[src/design/spq_pkg.sv]
package spq_pkg;

  // Queue geometry
  localparam int DEPTH = 16;
  localparam int CNT_W = $clog2(DEPTH + 1);
  localparam int EXT_W = (CNT_W > 5) ? CNT_W : 5;

  // Field widths
  localparam int DATA_W  = 32;
  localparam int PRIO_W  = 8;
  localparam int COUNT_W = 5;

  typedef enum logic {
    CMD_ENQ = 1'b0,
    CMD_DEQ = 1'b1
  } cmd_t;

  typedef enum logic [1:0] {
    ST_OK    = 2'd0,
    ST_FULL  = 2'd1,
    ST_EMPTY = 2'd2
  } status_t;

  // One stored entry of the sorted chain
  typedef struct packed {
    logic [PRIO_W-1:0] prio;
    logic [DATA_W-1:0] data;
  } spq_entry_t;

  // Operation broadcast to every cell
  typedef struct packed {
    logic              enq;
    logic              deq;
    logic [PRIO_W-1:0] prio;
    logic [DATA_W-1:0] data;
  } spq_ctrl_t;

endpackage

[src/design/spq_if.sv]
interface spq_in_if;
  logic                         valid;
  logic                         ready;
  logic                         command;
  logic [spq_pkg::DATA_W-1:0]   data_value;
  logic [spq_pkg::PRIO_W-1:0]   priority_req;

  modport source (output valid, command, data_value, priority_req, input ready);
  modport sink   (input valid, command, data_value, priority_req, output ready);
endinterface

interface spq_out_if;
  logic                         valid;
  logic                         ready;
  logic [spq_pkg::DATA_W-1:0]   data_out;
  logic                         data_valid;
  logic [1:0]                   status;
  logic [spq_pkg::COUNT_W-1:0]  entry_count;
  logic                         queue_empty;

  modport source (output valid, data_out, data_valid, status, entry_count, queue_empty,
                  input ready);
  modport sink   (input valid, data_out, data_valid, status, entry_count, queue_empty,
                  output ready);
endinterface

[src/design/stable_priority_queue_core.sv]
// Stable priority queue of spq_pkg::DEPTH entries held as a sorted chain of cells,
// head in cell 0. Each item is an enqueue or a dequeue and yields one result in the
// cycle after it is accepted; every cell compares its own priority with the new
// one in parallel and shifts by one place, so an item is accepted every cycle
// while the result register is free or being drained. Equal priorities leave in
// arrival order. Enqueue into a full queue reports full and changes nothing;
// dequeue from an empty queue reports empty.
module stable_priority_queue_core (
  input  logic             clk,
  input  logic             rst_n,
  spq_in_if.sink           in_ch,
  spq_out_if.source        out_ch
);

  localparam int DEPTH = spq_pkg::DEPTH;
  localparam int CNT_W = spq_pkg::CNT_W;

  logic [CNT_W-1:0]    count_r;
  logic [CNT_W-1:0]    count_nxt;
  logic                accept;
  logic                is_enq;
  logic                full;
  logic                empty;
  spq_pkg::spq_ctrl_t  ctrl;

  logic                        out_valid_r;
  logic [spq_pkg::DATA_W-1:0]  out_data_r;
  logic                        out_dvalid_r;
  spq_pkg::status_t            out_status_r;
  logic [spq_pkg::COUNT_W-1:0] out_count_r;
  logic                        out_empty_r;

  spq_pkg::spq_entry_t         entries [DEPTH];
  logic [DEPTH-1:0]            gbs;
  logic [spq_pkg::EXT_W-1:0]   cnt_ext;
  spq_pkg::status_t            status_nxt;

  // Accept while the result register is free or being taken
  assign in_ch.ready = !out_valid_r || out_ch.ready;
  assign accept      = in_ch.valid && in_ch.ready;
  assign is_enq      = (in_ch.command == spq_pkg::CMD_ENQ);
  assign full        = (count_r == CNT_W'(DEPTH));
  assign empty       = (count_r == '0);

  assign ctrl.enq  = accept && is_enq && !full;
  assign ctrl.deq  = accept && !is_enq && !empty;
  assign ctrl.prio = in_ch.priority_req;
  assign ctrl.data = in_ch.data_value;

  // Cell chain
  for (genvar i = 0; i < DEPTH; i++) begin : g_cell
    logic                valid_i;
    logic                left_gb_i;
    spq_pkg::spq_entry_t left_i;
    spq_pkg::spq_entry_t right_i;

    assign valid_i = (count_r > CNT_W'(i));
    if (i == 0) begin : g_head
      assign left_gb_i = 1'b0;
      assign left_i    = entries[0];
    end else begin : g_body
      assign left_gb_i = gbs[i-1];
      assign left_i    = entries[i-1];
    end
    if (i == DEPTH - 1) begin : g_tail
      assign right_i = entries[i];
    end else begin : g_mid
      assign right_i = entries[i+1];
    end

    spq_cell u_cell (
      .clk        (clk),
      .ctrl       (ctrl),
      .valid      (valid_i),
      .left_gb    (left_gb_i),
      .left_entry (left_i),
      .right_entry(right_i),
      .gb         (gbs[i]),
      .entry      (entries[i])
    );
  end

  // Occupancy and status
  always_comb begin
    count_nxt = count_r;
    if (ctrl.enq) begin
      count_nxt = count_r + CNT_W'(1);
    end else if (ctrl.deq) begin
      count_nxt = count_r - CNT_W'(1);
    end
    if (is_enq) begin
      status_nxt = full ? spq_pkg::ST_FULL : spq_pkg::ST_OK;
    end else begin
      status_nxt = empty ? spq_pkg::ST_EMPTY : spq_pkg::ST_OK;
    end
  end

  assign cnt_ext = spq_pkg::EXT_W'(count_nxt);

  always_ff @(posedge clk) begin
    if (!rst_n) begin
      count_r     <= '0;
      out_valid_r <= 1'b0;
    end else begin
      count_r <= count_nxt;
      if (accept) begin
        out_valid_r <= 1'b1;
      end else if (out_ch.ready) begin
        out_valid_r <= 1'b0;
      end
    end
  end

  // Result register
  always_ff @(posedge clk) begin
    if (accept) begin
      out_data_r   <= ctrl.deq ? entries[0].data : '0;
      out_dvalid_r <= ctrl.deq;
      out_status_r <= status_nxt;
      out_count_r  <= cnt_ext[spq_pkg::COUNT_W-1:0];
      out_empty_r  <= (count_nxt == '0);
    end
  end

  assign out_ch.valid       = out_valid_r;
  assign out_ch.data_out    = out_data_r;
  assign out_ch.data_valid  = out_dvalid_r;
  assign out_ch.status      = out_status_r;
  assign out_ch.entry_count = out_count_r;
  assign out_ch.queue_empty = out_empty_r;

endmodule

[src/design/spq_cell.sv]
module spq_cell (
  input  logic                clk,
  input  spq_pkg::spq_ctrl_t  ctrl,
  input  logic                valid,
  input  logic                left_gb,
  input  spq_pkg::spq_entry_t left_entry,
  input  spq_pkg::spq_entry_t right_entry,
  output logic                gb,
  output spq_pkg::spq_entry_t entry
);

  spq_pkg::spq_entry_t entry_r;
  spq_pkg::spq_entry_t entry_nxt;

  // New item belongs at or before this slot: slot empty or strictly lower priority
  assign gb = !valid || (entry_r.prio < ctrl.prio);
  assign entry = entry_r;

  // Hold, shift right, take new item, or shift left on removal
  always_comb begin
    entry_nxt = entry_r;
    if (ctrl.enq && gb) begin
      if (left_gb) begin
        entry_nxt = left_entry;
      end else begin
        entry_nxt.prio = ctrl.prio;
        entry_nxt.data = ctrl.data;
      end
    end else if (ctrl.deq) begin
      entry_nxt = right_entry;
    end
  end

  always_ff @(posedge clk) begin
    entry_r <= entry_nxt;
  end

endmodule

[src/flat_wrapper.sv]
// flat-port wrapper written by rule: the top's interface ports become plain ports
module stable_priority_queue_core_flat 
  (clk, rst_n, in_ch_valid, in_ch_command, in_ch_data_value, in_ch_priority_req, in_ch_ready, out_ch_valid, out_ch_data_out, out_ch_data_valid, out_ch_status, out_ch_entry_count, out_ch_queue_empty, out_ch_ready);
  spq_in_if in_ch_i ();
  spq_out_if out_ch_i ();
  input  logic clk;
  input  logic rst_n;
  input wire logic [$bits(in_ch_i.valid)-1:0] in_ch_valid;
  input wire logic [$bits(in_ch_i.command)-1:0] in_ch_command;
  input wire logic [$bits(in_ch_i.data_value)-1:0] in_ch_data_value;
  input wire logic [$bits(in_ch_i.priority_req)-1:0] in_ch_priority_req;
  output wire logic [$bits(in_ch_i.ready)-1:0] in_ch_ready;
  output wire logic [$bits(out_ch_i.valid)-1:0] out_ch_valid;
  output wire logic [$bits(out_ch_i.data_out)-1:0] out_ch_data_out;
  output wire logic [$bits(out_ch_i.data_valid)-1:0] out_ch_data_valid;
  output wire logic [$bits(out_ch_i.status)-1:0] out_ch_status;
  output wire logic [$bits(out_ch_i.entry_count)-1:0] out_ch_entry_count;
  output wire logic [$bits(out_ch_i.queue_empty)-1:0] out_ch_queue_empty;
  input wire logic [$bits(out_ch_i.ready)-1:0] out_ch_ready;
  assign in_ch_i.valid = in_ch_valid;
  assign in_ch_i.command = in_ch_command;
  assign in_ch_i.data_value = in_ch_data_value;
  assign in_ch_i.priority_req = in_ch_priority_req;
  assign in_ch_ready = in_ch_i.ready;
  assign out_ch_valid = out_ch_i.valid;
  assign out_ch_data_out = out_ch_i.data_out;
  assign out_ch_data_valid = out_ch_i.data_valid;
  assign out_ch_status = out_ch_i.status;
  assign out_ch_entry_count = out_ch_i.entry_count;
  assign out_ch_queue_empty = out_ch_i.queue_empty;
  assign out_ch_i.ready = out_ch_ready;
  stable_priority_queue_core u_core (.clk(clk), .rst_n(rst_n), .in_ch(in_ch_i), .out_ch(out_ch_i));
endmodule
[config.mk]
export PLATFORM = sky130hd
export DESIGN_NAME = stable_priority_queue_core_flat
export DESIGN_NICKNAME = d
export VERILOG_FILES = /design/src/design/spq_pkg.sv /design/src/design/spq_if.sv /design/src/design/stable_priority_queue_core.sv /design/src/design/spq_cell.sv /design/src/flat_wrapper.sv
export SDC_FILE = /design/constraint.sdc
export NUM_CORES = 2
export LEC_CHECK = 0
export ABC_AREA = 1
export BUFFER_PORTS_ARGS = -buffer_cell sky130_fd_sc_hd__buf_2
export CAP_MARGIN = 40
export CORE_ASPECT_RATIO = 0.6
export CORE_UTILIZATION = 64
export DETAILED_ROUTE_END_ITERATION = 10
export PLACE_DENSITY = 0.79
export SLEW_MARGIN = 20
export SYNTH_ARGS = -nofsm -noshare
export SYNTH_HDL_FRONTEND = slang
export SYNTH_HIERARCHICAL = 1
export SYNTH_SLANG_ARGS = --single-unit
[constraint.sdc]
create_clock -name clk -period 3.5 [get_ports clk]
set_clock_uncertainty 0.2 [all_clocks]
set_input_delay 0.7 -clock clk [delete_from_list [all_inputs] [get_ports clk]]
set_output_delay 0.7 -clock clk [all_outputs]
set_load 0.005 [all_outputs]
==> metrics.txt <==
critical path arrival=3300 ps; ys flop type=edfxtp_1; clock sinks=687; Multi-input gate area=18700 um2; Largest stage delay, worst path=560 ps; H-tree levels=3; largest net degree at the start of global routing=78; # rows=72; total track usage=0.282; post-synthesis cell count=4411; sw power=6.97 mW; vias per cell=5.94; Initial Util=0.652; Pleak=20.5 nW; leading area contributor after synthesis=edfxtp_1; post-CTS sizing=0; CP max FO=40; GP Congestion=0.870; critical path capture point type=flip-flop; worst slew pin tran=769 ps; final hold viol count=0; cell with the most instances after synthesis=nand2_1; Clk pin slew, worst setup/hold paths=60 ps; post-CTS setup buffers=0; post-detail-place hpwl=65.9 mm; Tcrit/Tclk final=0.911; DRT Pass-1 Iters=6; drc violations=0; Combinational Power Share=0.227; Hold WC Path Type=in2reg; syn avg cell area=9.59 um2; clock share of power=0.301; Switching Share=0.295; IR drop worst, VDD=378 uV; synth-to-layout area growth=7.84%; final antenna-violating net count=0; Async SR Flop Fraction=0; worst skew pair latency=630 ps; Post-synth EDFFs=681; DRT iter0 DRCs=2770; die width=334 um; DRT Wirelength=94.6 mm; Final Slew Violations=0; share of layout cells above drive strength 1=0.231; internal power=16.7 mW; Slowest-stage cell, CP=nor2_4; port bufs=87; outcome=finished clean; Antenna diodes=0; RSZ-0062 raised after global routing=no; WL per Instance=17.7 um; core area=64900 um2; net total in the final layout=4613; initial antenna violation count=0; io pins=88; FF+latch count, synth=687; Final setup viols=0; grt ovf=0; hold buffer count at cts=0; Warnings, synthesis=6; max cap viols=0; Die Y=201 um; CP Launch Type=flip-flop; Netlist cell types=34; die area=67200 um2; first-pass GRT wire length=158 mm; vias post-DR=31.8k; post-synthesis sequential area ratio=0.486; placed cell area=43600 um2; vias in the first global route=31.6k; Yosys top cell area share=0.483; CTS tree=yes; Fin Setup TNS=0 ps; deepest clock path buffer count=3; Synth top cells by count=nand2_1, edfxtp_1, nand3_1; Synth Cell Area=42300 um2; Reg power frac=0.472; FILL cells=4730; data required time of the worst path=3610 ps; Design Power=23.6 mW; root buf cell=clkbuf_16; post-route cell area=45600 um2; final worst path period need=3190 ps; Worst slew margin=0.486; CP Class=reg2reg; register area=20600 um2; fmax=313 MHz; TritonCTS Buffers=68; PD cells=518 nW/um2; crit-path cells=inv_1 > ha_1 > nand2_1 > inv_2 > nand2_2 > inv_2 > nor2_4 > buf_12 > nand2_4 > nand2_1 > buf_12; largest cells by area after synthesis=edfxtp_1, mux2_2, nand2_1
final timing paths:
kind,startpoint,end,slack [ps],cells after the start
setup / recovery,u_core/count_r[0],u_core/g_cell[6].u_cell/entry[16],310,11
hold / removal,rst_n,u_core/count_r[4],180,3
setup reg to reg,u_core/count_r[0],u_core/g_cell[6].u_cell/entry[16],310,11
hold reg to reg,u_core/g_cell[8].u_cell/entry[19],u_core/g_cell[7].u_cell/entry[19],330,2
sequential cells by signal, indices dropped and copies added (netlist names):
name / flops
u_core/out_ch.data_out: 32
u_core/out_ch.queue_empty: 1
u_core/out_ch.data_valid: 1
u_core/g_cell.u_cell/entry: 640
u_core/count_r: 5
u_core/out_ch.entry_count: 5
u_core/out_ch.valid: 1
u_core/out_ch.status: 2
worst max-delay path, delay by kind of cell (launching register included):
kind	cells	cell delay, ps
simple gates	5	1050
buf+inv	5	810
flops	1	480
fa+ha+maj	1	280
routing by layer:
layer	wire [um]	share of wire	global-route usage
met1	43500	0.46	0.413
met2	43900	0.46	0.448
met3	5780	0.061	0.0357
met4	1450	0.015	0.0632
met5	0	0	0
logic make-up (layout without fill, tap and decap cells):
kind of cell | count (synthesis) | after routing | share of synthesized area
muxes | 528 | 528 | 0.141
other | 1 | 2 | 0.0000886
DFF | 687 | 687 | 0.486
and+or+nand+nor | 2355 | 2355 | 0.241
buffers and inverters | 528 | 613 | 0.0730
adders and majority gates | 118 | 118 | 0.0349
AOI/OAI and AO/OA | 193 | 193 | 0.0243
xor gates and xnor gates | 1 | 1 | 0.000207
cell type report:
cell class,count,area share
Tap cell,851,0.0233
Inverter,234,0.0193
Multi-Input combinational cell,3197,0.410
Timing Repair Buffer,262,0.0518
Clock buffer,89,0.0404
Sequential cell,687,0.451
Clock inverter,28,0.00463
cell usage in the layout (no fill, tap or decap), types with 3 or more instances in the layout:
master,instances
nand2_1,1500
nand3_1,648
clkinv_1,9
dfxtp_1,6
mux2_2,528
inv_1,221
o21ai_0,118
clkbuf_16,70
buf_12,49
nand2_4,33
clkinv_2,10
buf_2,87
inv_6,5
a21oi_1,52
nor2_4,3
nand2_2,104
inv_2,12
ha_1,118
buf_4,126
nor2_1,60
edfxtp_1,681
clkbuf_1,17
o21a_1,16
stage by stage:
stage / utilization / std cells / worst slack [ps] / hold slack, ps
2_1_floorplan: - / 4412 / 287 / 307
3_3_place_gp: 0.672 / 5231 / 208 / 318
3_5_place_dp: 0.672 / 5231 / 155 / 324
4_1_cts: 0.704 / 5348 / 333 / 158
5_1_grt: 0.704 / 5348 / 151 / 178
6_report: 0.704 / 5348 / 310 / 178
power by group through the flow:
stage	registers, mW	clock network (mW)	logic [mW]
after global placement	11.3	0	5.06
after floorplan	11.1	0	4.06
final	11.2	7.12	5.36
after global routing	11.3	7.53	5.96
after CTS	11.2	7.22	5.32
after detailed placement	11.3	0	5.27
Power figures use the tool's default switching activity.
